$ cat src/rtl/core/drl_queue.sv
// Short command queue between the front end and the back end.
// Register based, first in first out. No dependencies.
`default_nettype none

module drl_queue #(
    parameter int WIDTH = 64,
    parameter int DEPTH = 2
) (
    input  wire logic             aclk,
    input  wire logic             aresetn,
    input  wire logic             push_valid,
    output logic                  push_ready,
    input  wire logic [WIDTH-1:0] push_data,
    output logic                  pop_valid,
    input  wire logic             pop_ready,
    output logic      [WIDTH-1:0] pop_data
);

    localparam int PTR_W = $clog2(DEPTH);
    localparam logic [PTR_W-1:0] LAST_PTR = PTR_W'(DEPTH - 1);
    localparam logic [PTR_W:0]   FULL_CNT = (PTR_W + 1)'(DEPTH);

    logic [WIDTH-1:0] slot_reg [DEPTH];
    logic [PTR_W-1:0] wr_ptr_reg, wr_ptr_next;
    logic [PTR_W-1:0] rd_ptr_reg, rd_ptr_next;
    logic [PTR_W:0]   count_reg, count_next;
    logic             do_push, do_pop;

    assign push_ready = (count_reg != FULL_CNT);
    assign pop_valid  = (count_reg != '0);
    assign pop_data   = slot_reg[rd_ptr_reg];
    assign do_push    = push_valid && push_ready;
    assign do_pop     = pop_valid && pop_ready;

    // Pointer and fill count updates.
    always_comb begin
        wr_ptr_next = wr_ptr_reg;
        rd_ptr_next = rd_ptr_reg;
        count_next  = count_reg;
        if (do_push) begin
            wr_ptr_next = (wr_ptr_reg == LAST_PTR) ? '0 : wr_ptr_reg + 1'b1;
        end
        if (do_pop) begin
            rd_ptr_next = (rd_ptr_reg == LAST_PTR) ? '0 : rd_ptr_reg + 1'b1;
        end
        if (do_push && !do_pop) begin
            count_next = count_reg + 1'b1;
        end else if (do_pop && !do_push) begin
            count_next = count_reg - 1'b1;
        end
    end

    always_ff @(posedge aclk) begin
        if (!aresetn) begin
            wr_ptr_reg <= '0;
            rd_ptr_reg <= '0;
            count_reg  <= '0;
        end else begin
            wr_ptr_reg <= wr_ptr_next;
            rd_ptr_reg <= rd_ptr_next;
            count_reg  <= count_next;
        end
    end

    // Slot storage needs no reset.
    always_ff @(posedge aclk) begin
        if (do_push) begin
            slot_reg[wr_ptr_reg] <= push_data;
        end
    end

endmodule

`default_nettype wire

$ cat config.mk
export PLATFORM = sky130hd
export DESIGN_NAME = drl_queue
export DESIGN_NICKNAME = d
export VERILOG_FILES = /design/src/rtl/core/drl_queue.sv
export SDC_FILE = /design/constraint.sdc
export NUM_CORES = 1
export LEC_CHECK = 0
export BUFFER_PORTS_ARGS = -buffer_cell sky130_fd_sc_hd__buf_2
export CORE_ASPECT_RATIO = 1.75
export CORE_MARGIN = 2
export CORE_UTILIZATION = 50
export DETAILED_ROUTE_END_ITERATION = 16
export MAX_ROUTING_LAYER = met4
export PLACE_DENSITY = 0.76
export SYNTH_ARGS = -nofsm -noshare
export SYNTH_HDL_FRONTEND = slang
export SYNTH_SLANG_ARGS = --single-unit
$ cat constraint.sdc
create_clock -name aclk -period 4.7 [get_ports aclk]
set_input_delay 0.94 -clock aclk [delete_from_list [all_inputs] [get_ports aclk]]
set_output_delay 0.94 -clock aclk [all_outputs]
set_load 0.03 [all_outputs]
==> flow_metrics.env <==
export IMPL_status="completed"
export IMPL_core_area_um2=9470
export IMPL_cts_buffers=17
export IMPL_synth_area_um2=4860
export IMPL_drt_met1_wl_um=3070
export IMPL_pwr_share_comb=0.269
export IMPL_ctsHoldBuffers=0
export IMPL_p_leak_nw=2.34
export IMPL_syn_nets=292
export IMPL_syn_instance_count=223
export IMPL_grt_setup_unrepaired="no"
export IMPL_drive_gt1_frac=0.603
export IMPL_rows=47
export IMPL_ant_nets=0
export IMPL_grt_pass1_wl_um=13000
export IMPL_gp_congestion=0.754
export IMPL_critPathRequiredTime_ns=3.76
export IMPL_cts_tree="done"
export IMPL_final_max_slew_viol_count=0
export IMPL_ys_seq_area_frac=0.812
export IMPL_relSlewSlack=0.321
export IMPL_muxShareOfSynthArea=0.148
export IMPL_wirelength_um=8390
export IMPL_drtPass1Iterations=4
export IMPL_drt_iter0_drc=57
export IMPL_grt_start_max_net_pins=47
export IMPL_fin_setup_tns_ns=0
export IMPL_power_density_nw_per_um2=609
export IMPL_synth_compound_gate_area_share=0.00721
export IMPL_start_kind="flop"
export IMPL_criticalPathCategory="reg -> out"
export IMPL_cap_viol_max_count=0
export IMPL_io_buffers=133
export IMPL_die_x_um=78.5
export IMPL_postCtsSetupBuffers=0
export IMPL_htreeDepth=4
export IMPL_path_max_fanout=25
export IMPL_pwr_share_seq=0.411
export IMPL_worst_pin_slew_ns=1.02
export IMPL_wl_met3_um=339
export IMPL_clkPwrFrac=0.319
export IMPL_crit_arrival_ns=2.09
export IMPL_drc=0
export IMPL_num_vias=2506
export IMPL_synth_simple_area_share=0.0134
export IMPL_p_switching_mw=1.16
export IMPL_highest_layer="met4"
export IMPL_internal_power_mw=2.62
export IMPL_syn_mean_instance_area_um2=21.8
export IMPL_fmax_mhz=330
export IMPL_final_common_cell="buf_2"
export IMPL_nets=441
export IMPL_end_kind="primary output"
export IMPL_post_place_ws_ns=1.97
export IMPL_clockBufferDepth=2
export IMPL_dp_final_hpwl_um=5580
export IMPL_min_period_over_period=0.644
export IMPL_max_vdd_ir_drop_uv=441
export IMPL_die_h_um=134
export IMPL_clk_pin_slew_ns=0.06
export IMPL_synth_distinct_cells=20
export IMPL_synth_top_family_by_area="multiplexers"
export IMPL_wl_met2_um=4660
export IMPL_sw_frac_of_total=0.306
export IMPL_setup_viol=0
export IMPL_antenna_found_initial=0
export IMPL_viasPerCell=4.94
export IMPL_ys_ff_latch=133
export IMPL_grt_pass1_vias=2755
export IMPL_clk_latency_ns=0.40
export IMPL_clock_skew_ns=0.0103
export IMPL_grt_total_usage=0.176
export IMPL_diodes=0
export IMPL_mostFrequentLayoutCells="buf_2, edfxtp_1, mux2_2, clkbuf_16"
export IMPL_dieArea_um2=10500
export IMPL_initial_utilization=0.513
export IMPL_cts_sinks=133
export IMPL_grt_overflow=0
export IMPL_period_needed_ns=3.03
export IMPL_largest_reg_flops=128
export IMPL_cts_resized=0
export IMPL_hold_path_class="reg -> reg"
export IMPL_final_hold_violation_count=0
export IMPL_synthXorXnorAreaFrac=0.00541
export IMPL_postLayoutCoreUtil=0.656
export IMPL_wl_per_cell_um=16.5
export IMPL_synthAdderAreaFrac=0.00258
export IMPL_yosysWarnings=0
export IMPL_ctsRootBufferMaster="clkbuf_16"
export IMPL_setup_slack_ns=1.67
export IMPL_syn2layout_area_growth_pct=27.8
export IMPL_ios=134
[kinds of logic (layout without fill, tap and decap cells)]
logic type      after synthesis  count (layout)
xor+xnor                      3               3
compound gates                5               5
simple gates                  9               9
buf+inv                       8             170
mux                          64              64
flops                       133             133
fa+ha+maj                     1               1
[cell usage after synthesis (all sizes together)]
cell type / number / area [µm²]
and3: 1 / 6.26
mux2: 64 / 721
buf: 7 / 50.0
inv: 1 / 3.75
xor2: 1 / 8.76
or2: 1 / 6.26
dfxtp: 5 / 100
a21boi: 2 / 15.0
or3: 1 / 6.26
o21ai: 2 / 10.0
ha: 1 / 12.5
xnor2: 2 / 17.5
edfxtp: 128 / 3840
and2: 4 / 25.0
a21bo: 1 / 10.0
nand3b: 1 / 7.51
nand2b: 1 / 13.8
[final cells by class]
type,count,area (µm²)
Clock inverter,12,113
Multi-Input combinational cell,82,861
Sequential cell,133,3950
Tap cell,122,153
Fill cell,670,3260
Clock buffer,20,437
Timing Repair Buffer,137,696
Inverter,1,3.75
[power groups by stage]
stage	clock [mW]	sequential (mW)	combinational [mW]
finish	1.21	1.55	1.02
global route	1.28	1.57	1.08
CTS	1.23	1.56	1.03
detailed placement	0	1.58	1.03
global placement	0	1.57	1.02
floorplan	0	1.54	0.797
[per-layer routing]
layer / global-route usage / vias up
li1: - / 1182
met1: 0.166 / 1220
met2: 0.303 / 84
met3: 0.0599 / 20
met4: 0.100 / 0
met5: - / -
[stage by stage]
step / hold WS [ns] / power [mW] / area (µm²) / instances
global route: 0.578 / 3.94 / 6210 / 507
finish: 0.552 / 3.78 / 6210 / 507
CTS: 0.556 / 3.83 / 6210 / 507
global placement: 0.528 / 2.59 / 5660 / 475
floorplan: 0.512 / 2.34 / 4860 / 223
detailed placement: 0.543 / 2.61 / 5660 / 475
[worst max-delay path, stage by stage, from the launching register on]
cell	delay (ns)
dfxtp_2	0.71
buf_4	0.40
mux2_2	0.39
buf_2	0.18
[worst paths after layout]
path | from | end | slack, ns | cells past startpoint
min | count_reg[1] | count_reg[1] | 0.55 | 2
min reg2reg | count_reg[1] | count_reg[1] | 0.55 | 2
max reg2reg | count_reg[0] | slot_reg[1][37] | 2.49 | 3
max | flop | pop_data[46] | 1.67 | 3
No activity file was read; power rests on OpenSTA's default activity.
