`config.mk`:
```
export PLATFORM = sky130hd
export DESIGN_NAME = drl_front
export DESIGN_NICKNAME = d
export VERILOG_FILES = /design/src/rtl/core/drl_pkg.sv /design/src/rtl/core/drl_front.sv
export SDC_FILE = /design/constraint.sdc
export NUM_CORES = 1
export LEC_CHECK = 0
export BUFFER_PORTS_ARGS = -buffer_cell sky130_fd_sc_hd__buf_2
export CORE_UTILIZATION = 45
export DETAILED_ROUTE_END_ITERATION = 10
export PLACE_DENSITY = 0.64
export SKIP_CTS_REPAIR_TIMING = 1
export SYNTH_ARGS = -nofsm -noshare
export SYNTH_HDL_FRONTEND = slang
export SYNTH_SLANG_ARGS = --single-unit
```
`constraint.sdc`:
```
create_clock -name aclk -period 7.1 [get_ports aclk]
set_input_delay 0 -clock aclk [delete_from_list [all_inputs] [get_ports aclk]]
set_output_delay 0 -clock aclk [all_outputs]
set_load 0.01 [all_outputs]
```
`src/rtl/core/drl_pkg.sv`:
```
// Shared types and constants of the Doppler linear resampler.
// Holds field widths, reset values, item opcodes, register indexes, and configuration and status structs.
// No dependencies.
`default_nettype none

package drl_pkg;

    // Fixed widths of the item and register fields.
    localparam int POS_BITS        = 12;
    localparam int RATIO_BITS      = 32;
    localparam int COUNT_BITS      = 13;
    localparam int FRAC_BITS       = 16;
    localparam int RATIO_FRAC_BITS = 30;

    // Register reset values: a full frame and a ratio of exactly one.
    localparam logic [COUNT_BITS-1:0] COUNT_RESET = 13'd4096;
    localparam logic [RATIO_BITS-1:0] RATIO_RESET = 32'h4000_0000;

    // Item opcodes.
    typedef enum logic {
        OP_LOAD  = 1'b0,
        OP_FETCH = 1'b1
    } drl_op_t;

    // Register indexes on the configuration port.
    typedef enum logic {
        REG_SAMPLE_COUNT = 1'b0,
        REG_RATE_RATIO   = 1'b1
    } drl_reg_t;

    // Configuration seen by the front end.
    typedef struct packed {
        logic [COUNT_BITS-1:0] sample_count;
        logic [RATIO_BITS-1:0] rate_ratio;
    } drl_cfg_t;

    // Activity of a front or back part.
    typedef struct packed {
        logic busy;
        logic fetch;
    } drl_stat_t;

endpackage

`default_nettype wire

```
`src/rtl/core/drl_front.sv`:
```
// Front end: accepts items, forms the source position and classifies each item.
// Pushes resolved commands into the queue, dropping loads outside the store. Depends on drl_pkg.
`default_nettype none

module drl_front #(
    parameter int STORE_DEPTH = 4096,
    parameter int SAMPLE_BITS = 16,
    parameter int ENTRY_W     = 2 + $clog2(STORE_DEPTH) + 16 + 2 * SAMPLE_BITS
) (
    input  wire logic                                aclk,
    input  wire logic                                aresetn,
    input  wire drl_pkg::drl_cfg_t                   cfg,
    input  wire logic                                s_valid,
    output logic                                     s_ready,
    input  wire logic                                s_opcode,
    input  wire logic [drl_pkg::POS_BITS-1:0]        s_position,
    input  wire logic signed [SAMPLE_BITS-1:0]       s_in_real,
    input  wire logic signed [SAMPLE_BITS-1:0]       s_in_imag,
    output logic                                     push_valid,
    input  wire logic                                push_ready,
    output logic [ENTRY_W-1:0]                       push_data,
    output drl_pkg::drl_stat_t                       stat
);

    import drl_pkg::*;

    localparam int ADDR_W     = $clog2(STORE_DEPTH);
    localparam int PROD_BITS  = POS_BITS + RATIO_BITS;
    localparam int K_BITS     = PROD_BITS - RATIO_FRAC_BITS;
    localparam logic [31:0] DEPTH_32 = 32'(STORE_DEPTH);

    logic                          stage_valid_reg;
    drl_op_t                       op_reg;
    logic [POS_BITS-1:0]           pos_reg;
    logic [PROD_BITS-1:0]          prod_reg;
    logic signed [SAMPLE_BITS-1:0] re_reg, im_reg;

    logic                          accept;
    logic [K_BITS-1:0]             k_idx;
    logic [FRAC_BITS-1:0]          frac;
    logic [31:0]                   count_32, last_32;
    logic                          in_store, tail, need_push, step;
    logic [ADDR_W-1:0]             addr;
    logic [FRAC_BITS-1:0]          frac_out;

    // Integer and fraction parts of the source position.
    assign k_idx = prod_reg[PROD_BITS-1 -: K_BITS];
    assign frac  = prod_reg[RATIO_FRAC_BITS-1 -: FRAC_BITS];

    // Index of the last sample, with the count clamped to the store.
    always_comb begin
        count_32 = 32'(cfg.sample_count);
        if (count_32 == 32'd0) begin
            last_32 = 32'd0;
        end else if (count_32 > DEPTH_32) begin
            last_32 = DEPTH_32 - 32'd1;
        end else begin
            last_32 = count_32 - 32'd1;
        end
    end

    // Classify the staged item and resolve its memory address.
    always_comb begin
        in_store  = (32'(pos_reg) < DEPTH_32);
        tail      = (32'(k_idx) >= last_32);
        need_push = (op_reg == OP_FETCH) || in_store;
        step      = (op_reg == OP_FETCH) && !tail;
        if (op_reg == OP_LOAD) begin
            addr = ADDR_W'(pos_reg);
        end else if (tail) begin
            addr = ADDR_W'(last_32);
        end else begin
            addr = ADDR_W'(k_idx);
        end
        frac_out = step ? frac : '0;
    end

    assign push_valid = stage_valid_reg && need_push;
    assign push_data  = {op_reg, step, addr, frac_out, re_reg, im_reg};
    assign s_ready    = !stage_valid_reg || !need_push || push_ready;
    assign accept     = s_valid && s_ready;

    assign stat.busy  = stage_valid_reg;
    assign stat.fetch = stage_valid_reg && (op_reg == OP_FETCH);

    // Stage occupancy.
    always_ff @(posedge aclk) begin
        if (!aresetn) begin
            stage_valid_reg <= 1'b0;
        end else if (s_ready) begin
            stage_valid_reg <= s_valid;
        end
    end

    // Stage payload, with the position product formed on the way in.
    always_ff @(posedge aclk) begin
        if (accept) begin
            op_reg   <= drl_op_t'(s_opcode);
            pos_reg  <= s_position;
            prod_reg <= PROD_BITS'(s_position) * PROD_BITS'(cfg.rate_ratio);
            re_reg   <= s_in_real;
            im_reg   <= s_in_imag;
        end
    end

endmodule

`default_nettype wire

```
==> results.md <==
- Cell Pwr Density: 493 nW/um^2
- Initial antenna violation count: 1
- Max reg flops: 30
- Syn avg cell area: 9.16 sq um
- Cells after synthesis: 1645
- Overall Power: 8.27 mW
- Vias after detailed routing: 11400
- RSZ-0062 raised after global routing: false
- Async set-reset flop share out of synthesis: 0%
- NumNets Final: 2258
- Yosys cell types: 65
- Clock buffer depth: 2
- Synth warnings: 0
- Pre-CTS setup slack: 0.912 ns
- Router iterations before antenna repair: 5
- Clock Skew: 0.00514 ns
- Final hold viol count: 0
- DRT Wirelength: 37700 um
- Hold/Removal Path Class: in2reg
- Aggregate global routing overflow: 0
- Final Max Tran Viols: 0
- Die Height: 185 um
- Layout cells sized above 1: 11.5%
- Dpl hpwl: 29900 um
- Crit path DAT: 6.07 ns
- Global-route usage over all layers: 23.0%
- Status: complete, no violations
- LEAKAGE: 8.44 nW
- CP Capture Type: register
- N_diodes: 0
- Largest net degree at the start of global routing: 76
- Area post-placement: 16100 sq um
- Sequential fraction of the synthesis area: 15.1%
- Fin Setup TNS: 0 ns
- Placed insts: 2167
- Final WS setup: 1.20 ns
- Top-count cell post-synth: inv_1
- # port buffers: 159
- Post-Syn Nets: 2132
- DR iter-0 viols: 726
- Synth cell count leaders: inv_1, nand2_1, fa_1, and2_1, ha_1
- First-pass GRT wire length: 61500 um
- Type of origin of the critical path: input pin
- #FFs+latches synth: 76
- Crit Path Class: in2reg
- H-tree depth: 3
- Cell type with the largest total area after synthesis: fa_1
- Initial core utilization: 46.0%
- Drt wl/cell: 17.0 um
- Rel. slew slack: 17.4%
- DRC violations left: 0
- Clk sinks: 76
- Reg clk slew, reported paths: 0.05 ns
- Die area: 34200 sq um
- Number of synthesized flops with an enable pin: 75
- CTS tree: built
- Final Cell Area: 16800 sq um
- Max-cap viol count: 0
- Core Region: 32800 sq um
- Final setup fails: 0
- Clk Latency, worst-skew pair: 0.33 ns
- Cell Area, Synth: 15100 sq um
- Yosys top cell area share: 39.7%
- Least-Margin Pin Slew: 1.24 ns
- Num CTS Buffers: 9
- Std cell rows: 66
- Root buf cell: clkbuf_16
- Synth top area cells: fa_1, edfxtp_1, inv_1, ha_1, nand2_1
- IO Pins: 160
- Main synth FF type: edfxtp_1
- ANT nets after route: 0
- Chip width: 185 um
- Crit-path max FO: 33
- Via density: 5.14
- Final Critical Period: 5.90 ns
- Area delta synth->final: 11.3%
- Fmax: 170 MHz
- Vias in the first global route: 11900
- Final cycle utilization of the critical path: 83.0%
- VDD IR max: 411 uV
- Routability congestion estimate: 0.920
- Post-route insts no fill: 2218
- Crit path required time: 7.27 ns
path summary, 6_finish.rpt:
path	from	end	slack [ns]	depth (start not counted)
min	s_position[4]	pos_reg[4]$_DFFE_PP_	0.20	1
max reg2reg	push_valid$_SDFFE_PN0N_	prod_reg[36]$_DFFE_PP_	5.44	2
min reg2reg	push_valid$_SDFFE_PN0N_	push_valid$_SDFFE_PN0N_	1.19	3
max	s_position[6]	prod_reg[41]$_DFFE_PP_	1.20	19
final cells by class:
cell class | instances | area [sq um]
clock buffers | 10 | 229
clock inverters | 6 | 78.8
fillers | 3034 | 16000
inverters | 349 | 1310
multi-input cells | 1134 | 11100
flip-flops and latches | 76 | 2270
well taps | 442 | 553
repair buffers | 201 | 1200
report_power, final:
part	switching [mW]	total, mW	internal, mW	leakage, nW
Sequential	0.0433	0.952	0.909	0.735
Clock	0.160	0.464	0.304	0.145
Combinational	4.16	6.85	2.69	7.56
Total	4.37	8.27	3.90	8.44
critical path, stage by stage:
cell	delay (ns)
buf_2	0.64
nand2_1	0.18
fa_1	0.58
inv_1	0.05
fa_1	0.55
fa_1	0.43
fa_1	0.49
inv_1	0.05
fa_1	0.47
inv_1	0.04
ha_1	0.36
a21oi_1	0.21
o21ai_0	0.17
a221o_1	0.35
a221o_1	0.37
o2111ai_1	0.35
nor2b_1	0.10
o41ai_1	0.43
a21boi_1	0.24
cells in the final DEF, fill, tap and decap left out, drive strengths merged, types with 3 or more instances in the layout:
cell,count
nor2b,4
a221o,3
mux2,9
fa,299
o21ai,21
clkbuf,10
dlygate4sd3,35
and3,22
nor3,8
a211oi,4
clkinv,3
mux2i,6
o2111ai,3
o211ai,4
and2,115
or3,3
inv,349
o21a,6
a21oi,59
xor2,15
buf,166
xnor2,22
nand2,310
nor2,43
a21o,17
nand3,10
a31oi,4
o21bai,6
nand2b,4
edfxtp,75
nor4,6
nand4,6
ha,94
a21boi,4
o31ai,4
per-layer routing:
layer	part of all wire, %	global-route usage [%]
met1	45	32.3
met2	46	38.2
met3	7.5	2.77
met4	1.1	4.60
met5	0	0
cells by family (layout without fill, tap and decap cells):
group | count (synthesis) | count (layout) | synth area share [%]
and+or+nand+nor | 538 | 538 | 16.7
buffers and inverters | 435 | 566 | 11.1
adders and majority gates | 395 | 395 | 47.7
AOI/OAI and AO/OA | 149 | 149 | 6.32
DFF | 76 | 76 | 15.1
xor gates and xnor gates | 37 | 37 | 2.15
muxes | 15 | 15 | 1.07
through the flow:
| step | hold WS (ns) | util [%] |
|---|---|---|
| floorplan | 0.0989 | - |
| global placement | 0.178 | 49.2 |
| detailed placement | 0.179 | 49.2 |
| CTS | -0.171 | 50.1 |
| global route | 0.180 | 51.2 |
| finish | 0.199 | 51.2 |
Power figures use the tool's default switching activity.
