$ cat src/rtl/core/drl_pkg.sv
// Shared types and constants of the Doppler linear resampler.
// Holds field widths, reset values, item opcodes, register indexes, and configuration and status structs.
// No dependencies.
`default_nettype none

package drl_pkg;

    // Fixed widths of the item and register fields.
    localparam int POS_BITS        = 12;
    localparam int RATIO_BITS      = 32;
    localparam int COUNT_BITS      = 13;
    localparam int FRAC_BITS       = 16;
    localparam int RATIO_FRAC_BITS = 30;

    // Register reset values: a full frame and a ratio of exactly one.
    localparam logic [COUNT_BITS-1:0] COUNT_RESET = 13'd4096;
    localparam logic [RATIO_BITS-1:0] RATIO_RESET = 32'h4000_0000;

    // Item opcodes.
    typedef enum logic {
        OP_LOAD  = 1'b0,
        OP_FETCH = 1'b1
    } drl_op_t;

    // Register indexes on the configuration port.
    typedef enum logic {
        REG_SAMPLE_COUNT = 1'b0,
        REG_RATE_RATIO   = 1'b1
    } drl_reg_t;

    // Configuration seen by the front end.
    typedef struct packed {
        logic [COUNT_BITS-1:0] sample_count;
        logic [RATIO_BITS-1:0] rate_ratio;
    } drl_cfg_t;

    // Activity of a front or back part.
    typedef struct packed {
        logic busy;
        logic fetch;
    } drl_stat_t;

endpackage

`default_nettype wire

$ cat src/rtl/core/drl_back.sv
// Back end: carries out queued loads and fetches on the sample memory.
// Reads both neighbors, interpolates and holds the result item. Depends on drl_pkg.
`default_nettype none

module drl_back #(
    parameter int STORE_DEPTH = 4096,
    parameter int SAMPLE_BITS = 16,
    parameter int ENTRY_W     = 2 + $clog2(STORE_DEPTH) + 16 + 2 * SAMPLE_BITS
) (
    input  wire logic                          aclk,
    input  wire logic                          aresetn,
    input  wire logic                          pop_valid,
    output logic                               pop_ready,
    input  wire logic [ENTRY_W-1:0]            pop_data,
    output logic                               ram_we,
    output logic [$clog2(STORE_DEPTH)-1:0]     ram_addr,
    output logic [2*SAMPLE_BITS-1:0]           ram_wdata,
    input  wire logic [2*SAMPLE_BITS-1:0]      ram_rdata,
    output logic                               m_valid,
    input  wire logic                          m_ready,
    output logic signed [SAMPLE_BITS-1:0]      m_out_real,
    output logic signed [SAMPLE_BITS-1:0]      m_out_imag,
    output drl_pkg::drl_stat_t                 stat
);

    import drl_pkg::*;

    localparam int ADDR_W = $clog2(STORE_DEPTH);
    localparam int SB     = SAMPLE_BITS;
    localparam int PROD_W = FRAC_BITS + 1 + SB + 1;

    typedef enum logic [1:0] {
        ST_IDLE,
        ST_READ_B,
        ST_CALC,
        ST_ADD
    } state_t;

    state_t                  state_reg, state_next;
    logic [ADDR_W-1:0]       addr_b_reg, addr_b_next;
    logic [FRAC_BITS-1:0]    frac_reg, frac_next;
    logic signed [SB-1:0]    a_re_reg, a_re_next, a_im_reg, a_im_next;
    logic signed [PROD_W-1:0] prod_re_reg, prod_re_next, prod_im_reg, prod_im_next;
    logic signed [SB-1:0]    out_re_reg, out_re_next, out_im_reg, out_im_next;
    logic                    m_valid_reg, m_valid_next;

    // Fields of the command at the head of the queue.
    logic                    cmd_op;
    logic                    cmd_step;
    logic [ADDR_W-1:0]       cmd_addr;
    logic [FRAC_BITS-1:0]    cmd_frac;
    logic [2*SB-1:0]         cmd_data;

    logic signed [SB-1:0]     rd_re, rd_im;
    logic signed [SB:0]       diff_re, diff_im;
    logic signed [FRAC_BITS:0] frac_s;
    logic signed [PROD_W-1:0] sh_re, sh_im, sum_re, sum_im;

    assign {cmd_op, cmd_step, cmd_addr, cmd_frac, cmd_data} = pop_data;
    assign rd_re = ram_rdata[2*SB-1 -: SB];
    assign rd_im = ram_rdata[SB-1:0];

    assign pop_ready = (state_reg == ST_IDLE);

    // Memory port: command address when idle, second neighbor otherwise.
    always_comb begin
        ram_we    = (state_reg == ST_IDLE) && pop_valid && (cmd_op == OP_LOAD);
        ram_addr  = (state_reg == ST_IDLE) ? cmd_addr : addr_b_reg;
        ram_wdata = cmd_data;
    end

    // Difference to the next sample, scaled by the fraction.
    always_comb begin
        frac_s       = {1'b0, frac_reg};
        diff_re      = (SB + 1)'(rd_re) - (SB + 1)'(a_re_reg);
        diff_im      = (SB + 1)'(rd_im) - (SB + 1)'(a_im_reg);
        prod_re_next = frac_s * diff_re;
        prod_im_next = frac_s * diff_im;
    end

    // Arithmetic shift of the product, added to the first sample.
    always_comb begin
        sh_re  = prod_re_reg >>> FRAC_BITS;
        sh_im  = prod_im_reg >>> FRAC_BITS;
        sum_re = PROD_W'(a_re_reg) + sh_re;
        sum_im = PROD_W'(a_im_reg) + sh_im;
    end

    // Sequencer next state.
    always_comb begin
        state_next   = state_reg;
        addr_b_next  = addr_b_reg;
        frac_next    = frac_reg;
        a_re_next    = a_re_reg;
        a_im_next    = a_im_reg;
        out_re_next  = out_re_reg;
        out_im_next  = out_im_reg;
        m_valid_next = m_valid_reg && !m_ready;
        unique case (state_reg)
            ST_IDLE: begin
                if (pop_valid && (cmd_op == OP_FETCH)) begin
                    addr_b_next = cmd_addr + ADDR_W'(cmd_step);
                    frac_next   = cmd_frac;
                    state_next  = ST_READ_B;
                end
            end
            ST_READ_B: begin
                a_re_next  = rd_re;
                a_im_next  = rd_im;
                state_next = ST_CALC;
            end
            ST_CALC: begin
                state_next = ST_ADD;
            end
            ST_ADD: begin
                if (!m_valid_reg || m_ready) begin
                    out_re_next  = sum_re[SB-1:0];
                    out_im_next  = sum_im[SB-1:0];
                    m_valid_next = 1'b1;
                    state_next   = ST_IDLE;
                end
            end
            default: begin
                state_next = ST_IDLE;
            end
        endcase
    end

    // State and registered outputs.
    always_ff @(posedge aclk) begin
        if (!aresetn) begin
            state_reg   <= ST_IDLE;
            m_valid_reg <= 1'b0;
        end else begin
            state_reg   <= state_next;
            m_valid_reg <= m_valid_next;
        end
        addr_b_reg  <= addr_b_next;
        frac_reg    <= frac_next;
        a_re_reg    <= a_re_next;
        a_im_reg    <= a_im_next;
        prod_re_reg <= prod_re_next;
        prod_im_reg <= prod_im_next;
        out_re_reg  <= out_re_next;
        out_im_reg  <= out_im_next;
    end

    assign m_valid    = m_valid_reg;
    assign m_out_real = out_re_reg;
    assign m_out_imag = out_im_reg;

    assign stat.busy  = (state_reg != ST_IDLE);
    assign stat.fetch = (state_reg != ST_IDLE);

endmodule

`default_nettype wire
$ cat config.mk
export PLATFORM = sky130hd
export DESIGN_NAME = drl_back
export DESIGN_NICKNAME = d
export VERILOG_FILES = /design/src/rtl/core/drl_pkg.sv /design/src/rtl/core/drl_back.sv
export SDC_FILE = /design/constraint.sdc
export NUM_CORES = 1
export LEC_CHECK = 0
export ABC_AREA = 1
export BUFFER_PORTS_ARGS = -buffer_cell sky130_fd_sc_hd__buf_4
export CORE_MARGIN = 2
export CORE_UTILIZATION = 40
export DETAILED_ROUTE_END_ITERATION = 7
export GPL_TIMING_DRIVEN = 0
export SLEW_MARGIN = 30
export SYNTH_ARGS = -nofsm -noshare
export SYNTH_HDL_FRONTEND = slang
export SYNTH_SLANG_ARGS = --single-unit
$ cat constraint.sdc
create_clock -name aclk -period 6.5 [get_ports aclk]
set_input_delay 0.65 -clock aclk [delete_from_list [all_inputs] [get_ports aclk]]
set_output_delay 0.65 -clock aclk [all_outputs]
set_load 0.02 [all_outputs]
==> report_table.html <==
<table>
<tr><th>Metric</th><th>Value</th></tr>
<tr><th colspan="2">Drt</th></tr>
<tr><td>Ratio of routed vias to standard cells</td><td>5.10</td></tr>
<tr><td>Length of the first detailed-routing pass in iterations</td><td>8</td></tr>
<tr><td>Number of DRC markers after the initial detailed-route iteration</td><td>1,760</td></tr>
<tr><td>Count of nets left with antenna violations after detail routing</td><td>0</td></tr>
<tr><td>Final routed wirelength across all metal layers</td><td>83.6 mm</td></tr>
<tr><td>Total number of vias</td><td>22,614</td></tr>
<tr><td>Routed length per instance</td><td>18.8 microns</td></tr>
<tr><td>DRC</td><td>0</td></tr>
<tr><th colspan="2">Global route</th></tr>
<tr><td>Total routing resource utilization after global routing</td><td>0.251</td></tr>
<tr><td>Global-route wire length before repair</td><td>129 mm</td></tr>
<tr><td>Vias in the first global route</td><td>23,025</td></tr>
<tr><td>Pin count of the biggest net entering global routing</td><td>24</td></tr>
<tr><td>Initial antenna violation count</td><td>0</td></tr>
<tr><td>Gr ovfl total</td><td>0</td></tr>
<tr><th colspan="2">Synth</th></tr>
<tr><td>Fraction of synthesis flops using an asynchronous set or reset pin</td><td>0</td></tr>
<tr><td>Total of flip-flops plus latches after synthesis</td><td>127</td></tr>
<tr><td>Syn Area/Cell</td><td>7.97 sq um</td></tr>
<tr><td>Distinct cells, synth</td><td>46</td></tr>
<tr><td>Synthesized area</td><td>26,200 sq um</td></tr>
<tr><td>Number of flops mapped to enable cells by yosys</td><td>92</td></tr>
<tr><td>Post-synth top flop</td><td>sky130_fd_sc_hd__edfxtp_1</td></tr>
<tr><td>Syn nets</td><td>4,095</td></tr>
<tr><td>Synthesized instance count</td><td>3,283</td></tr>
<tr><td>Yosys Warn Count</td><td>0</td></tr>
<tr><td>Sequential cell area fraction in the yosys report</td><td>0.132</td></tr>
<tr><th colspan="2">Die</th></tr>
<tr><td>Height of the die</td><td>260 microns</td></tr>
<tr><td>Row count</td><td>93</td></tr>
<tr><td>Core footprint</td><td>64,600 sq um</td></tr>
<tr><td>Effective utilization at floorplan</td><td>0.405</td></tr>
<tr><td>X dimension of the die</td><td>260 microns</td></tr>
<tr><td>Area enclosed by the die boundary</td><td>67,400 sq um</td></tr>
<tr><td>Number of placed I/O pins</td><td>179</td></tr>
<tr><th colspan="2">Status</th></tr>
<tr><td>Outcome</td><td>finished, violations left</td></tr>
<tr><td>Violated checks</td><td>setup timing</td></tr>
<tr><th colspan="2">Place</th></tr>
<tr><td>Placed insts</td><td>4,288</td></tr>
<tr><td>Final HPWL DP</td><td>67.4 mm</td></tr>
<tr><td>Gp weighted congestion</td><td>0.959</td></tr>
<tr><td>Count of buffers inserted at the top-level ports</td><td>146</td></tr>
<tr><th colspan="2">Worst setup path</th></tr>
<tr><td>Highest-delay cell along the critical path</td><td>sky130_fd_sc_hd__fa_2</td></tr>
<tr><td>Critical R2R Launch</td><td>a_im_reg[0]</td></tr>
<tr><td>Capturing point of the worst reg2reg path</td><td>prod_im_reg[29]</td></tr>
<tr><td>Worst stage delay on the critical path</td><td>0.60 ns</td></tr>
<tr><td>End point of the critical path</td><td>prod_im_reg[29]</td></tr>
<tr><td>CP Data Required Time</td><td>6.86 ns</td></tr>
<tr><td>Worst path buffer plus inverter count</td><td>5</td></tr>
<tr><td>Worst Setup SP</td><td>a_im_reg[0]</td></tr>
<tr><td>Category of the most critical setup path</td><td>flip-flop to flip-flop</td></tr>
<tr><td>Most common cell type on the critical path</td><td>sky130_fd_sc_hd__nand2_4</td></tr>
<tr><td>CP startpoint kind</td><td>flip-flop</td></tr>
<tr><td>CP Capture Type</td><td>flip-flop</td></tr>
<tr><td>Setup slack of the most critical reg-to-reg path</td><td>-0.26 ns</td></tr>
<tr><td>Critical path data arrival time</td><td>7.12 ns</td></tr>
<tr><td>Crit path max fanout</td><td>7</td></tr>
<tr><td>FF-to-FF path depth</td><td>32</td></tr>
<tr><td>Number of cells on the critical path</td><td>32</td></tr>
<tr><td>Dominant delay contributor by cell family on the critical path</td><td>adder cells</td></tr>
<tr><th colspan="2">Timing</th></tr>
<tr><td>Max Slew Vio Count</td><td>0</td></tr>
<tr><td>Final setup margin</td><td>-0.264 ns</td></tr>
<tr><td>Worst hold slack across all endpoints</td><td>0.347 ns</td></tr>
<tr><td>Unrepaired setup endpoints after global routing</td><td>true</td></tr>
<tr><td>Highest clock rate</td><td>148 MHz</td></tr>
<tr><td>Final setup violating endpoints</td><td>28</td></tr>
<tr><td>Final setup skew</td><td>0.0198 ns</td></tr>
<tr><td>Post-layout min period</td><td>6.76 ns</td></tr>
<tr><td>Post-Route Setup TNS</td><td>-4.19 ns</td></tr>
<tr><td>Share of the clock period used by the worst path after layout</td><td>1.04</td></tr>
<tr><td>Slew Limit Headroom</td><td>0.295</td></tr>
<tr><td>Slew @ Worst Pin</td><td>1.06 ns</td></tr>
<tr><td>Hold Violations, Final</td><td>0</td></tr>
<tr><th colspan="2">Run</th></tr>
<tr><td>Number of max-capacitance violations reported</td><td>0</td></tr>
<tr><th colspan="2">Final layout</th></tr>
<tr><td>Syn-to-layout area delta</td><td>21.9%</td></tr>
<tr><td>Fin cells</td><td>4,434</td></tr>
<tr><td>Post-layout utilization of the core</td><td>0.494</td></tr>
<tr><td>Share of post-route cells with drive strength above 1</td><td>0.210</td></tr>
<tr><td>NumNets Final</td><td>4,375</td></tr>
<tr><th colspan="2">Worst hold path</th></tr>
<tr><td>Worst hold path depth</td><td>1</td></tr>
<tr><td>Min-Delay Path Class</td><td>input pin to flip-flop</td></tr>
<tr><th colspan="2">Clocking</th></tr>
<tr><td>Clk Latency, worst-skew pair</td><td>0.49 ns</td></tr>
<tr><td>Maximum buffer depth of the clock tree</td><td>2</td></tr>
<tr><td>Number of buffers created by CTS</td><td>17</td></tr>
<tr><td>Total clock sinks</td><td>127</td></tr>
<tr><td>Clock tree from TritonCTS</td><td>done</td></tr>
<tr><td>Cts-stage hold buffer count</td><td>0</td></tr>
<tr><td>Cell at the root of the clock tree</td><td>sky130_fd_sc_hd__clkbuf_16</td></tr>
<tr><td>Level count of the clock H-tree</td><td>4</td></tr>
<tr><td>Clock-pin slew of the registers on the worst-case setup and hold paths</td><td>0.07 ns</td></tr>
</table>
==> cell families (layout without fill, tap and decap cells) <==
family,Yosys count,after routing,synth area share
flops,127,127,0.132
fa+ha+maj,714,714,0.462
compound gates,232,232,0.0513
simple gates,1240,1240,0.196
xor+xnor,60,60,0.0215
buf+inv,910,1203,0.136
other cells,0,3,0
==> cells in the mapped netlist, types with 2 or more instances <==
cell type / instances / area share
sky130_fd_sc_hd__inv_1: 785 / 0.11
sky130_fd_sc_hd__nand2_1: 602 / 0.086
sky130_fd_sc_hd__fa_1: 420 / 0.32
sky130_fd_sc_hd__nor2_1: 340 / 0.049
sky130_fd_sc_hd__ha_1: 294 / 0.14
sky130_fd_sc_hd__nand3_1: 201 / 0.038
sky130_fd_sc_hd__a21oi_1: 105 / 0.020
sky130_fd_sc_hd__edfxtp_1: 92 / 0.11
sky130_fd_sc_hd__clkbuf_1: 60 / 0.0086
sky130_fd_sc_hd__o21ai_0: 60 / 0.011
sky130_fd_sc_hd__xor2_1: 37 / 0.012
sky130_fd_sc_hd__dfxtp_1: 35 / 0.027
sky130_fd_sc_hd__buf_4: 33 / 0.0095
sky130_fd_sc_hd__nor3_1: 24 / 0.0046
sky130_fd_sc_hd__xnor2_1: 21 / 0.0070
sky130_fd_sc_hd__nor2_2: 18 / 0.0043
sky130_fd_sc_hd__o21bai_1: 16 / 0.0046
sky130_fd_sc_hd__nand2_2: 14 / 0.0033
sky130_fd_sc_hd__buf_2: 13 / 0.0025
sky130_fd_sc_hd__a21o_1: 12 / 0.0034
sky130_fd_sc_hd__a31oi_1: 12 / 0.0029
sky130_fd_sc_hd__or2_2: 10 / 0.0024
sky130_fd_sc_hd__inv_2: 9 / 0.0013
sky130_fd_sc_hd__a21boi_0: 8 / 0.0023
sky130_fd_sc_hd__nor4_1: 7 / 0.0017
sky130_fd_sc_hd__nand4_1: 6 / 0.0014
sky130_fd_sc_hd__o31ai_1: 6 / 0.0017
sky130_fd_sc_hd__buf_1: 5 / 0.00072
sky130_fd_sc_hd__nand3b_1: 5 / 0.0014
sky130_fd_sc_hd__and3_1: 4 / 0.00096
sky130_fd_sc_hd__o21a_1: 4 / 0.0011
sky130_fd_sc_hd__or2_1: 4 / 0.00096
sky130_fd_sc_hd__clkinv_1: 3 / 0.00043
sky130_fd_sc_hd__nand3_2: 2 / 0.00077
sky130_fd_sc_hd__o211ai_1: 2 / 0.00057
sky130_fd_sc_hd__o21bai_4: 2 / 0.0014
sky130_fd_sc_hd__or2_0: 2 / 0.00048
sky130_fd_sc_hd__xor2_4: 2 / 0.0021
==> metal layers <==
metal  wire length (microns)  up-vias  GRT usage
met3                    7290      189     0.0538
met1                   35600    11066      0.341
li1                        -    10492          -
met4                    3020        0     0.0892
met2                   37600      867      0.395
met5                       0        -          0
==> stage by stage <==
step           instance area (sq um)  worst slack (ns)
2_1_floorplan                  26200            0.0106
3_3_place_gp                   28400             -1.51
3_5_place_dp                   28500             -1.26
4_1_cts                        31000            -0.168
5_1_grt                        31900            -0.476
6_report                       31900            -0.264
==> layout by cell type, fill, tap and decap left out, types with 9 or more instances in the layout <==
master and n:
sky130_fd_sc_hd__nand2_1 520, sky130_fd_sc_hd__o21bai_1 12, sky130_fd_sc_hd__dfxtp_1 35, sky130_fd_sc_hd__buf_6 12
sky130_fd_sc_hd__fa_2 14, sky130_fd_sc_hd__inv_4 9, sky130_fd_sc_hd__nor3_1 16, sky130_fd_sc_hd__nor2_1 299
sky130_fd_sc_hd__nand2_4 34, sky130_fd_sc_hd__inv_2 45, sky130_fd_sc_hd__o21ai_1 12, sky130_fd_sc_hd__ha_4 29
sky130_fd_sc_hd__edfxtp_1 92, sky130_fd_sc_hd__xor2_1 31, sky130_fd_sc_hd__clkbuf_1 45, sky130_fd_sc_hd__a21o_1 10
sky130_fd_sc_hd__nand3_1 180, sky130_fd_sc_hd__o21ai_0 35, sky130_fd_sc_hd__clkbuf_16 17, sky130_fd_sc_hd__a21oi_4 9
sky130_fd_sc_hd__a21oi_2 30, sky130_fd_sc_hd__nand3_2 17, sky130_fd_sc_hd__xnor2_1 19, sky130_fd_sc_hd__nor2_2 38
sky130_fd_sc_hd__buf_4 285, sky130_fd_sc_hd__ha_1 257, sky130_fd_sc_hd__nand2_2 61, sky130_fd_sc_hd__a21oi_1 66
sky130_fd_sc_hd__o21ai_2 11, sky130_fd_sc_hd__nor2_4 21, sky130_fd_sc_hd__inv_1 734, sky130_fd_sc_hd__fa_1 406
sky130_fd_sc_hd__or2_2 10
==> cell type report <==
class	count	area, sq um
Clock inverter	15	149
Antenna cell	3	7.51
Multi-Input combinational cell	2246	20900
Clock buffer	17	425
Tap cell	855	1070
Timing Repair Buffer	263	2120
Buffer	110	691
Inverter	798	3060
Fill cell	6216	32700
Sequential cell	127	3460
==> how the worst min path moves through the flow <==
stage	start	end	slack, ns
floorplan	state_reg[1]	state_reg[1]	0.49
global placement	m_valid	m_valid	0.49
CTS	pop_data[32]	frac_reg[0]	0.31
finish	pop_data[42]	frac_reg[10]	0.35
detailed placement	prod_re_reg[16]	m_out_real[0]	0.51
global route	pop_data[42]	frac_reg[10]	0.33
==> timing repair <==
item | in CTS | in global routing
buffers inserted | 85 | 31
setup endpoints to repair | 32 | 32
resized for setup | 344 | 171
cloned | 0 | 0
pin swaps | 130 | 98
endpoints found under the hold margin | 0 | 0
Power is not shown: default switching activity piles up to over one toggle a cycle in this logic, so the estimate is an artifact.
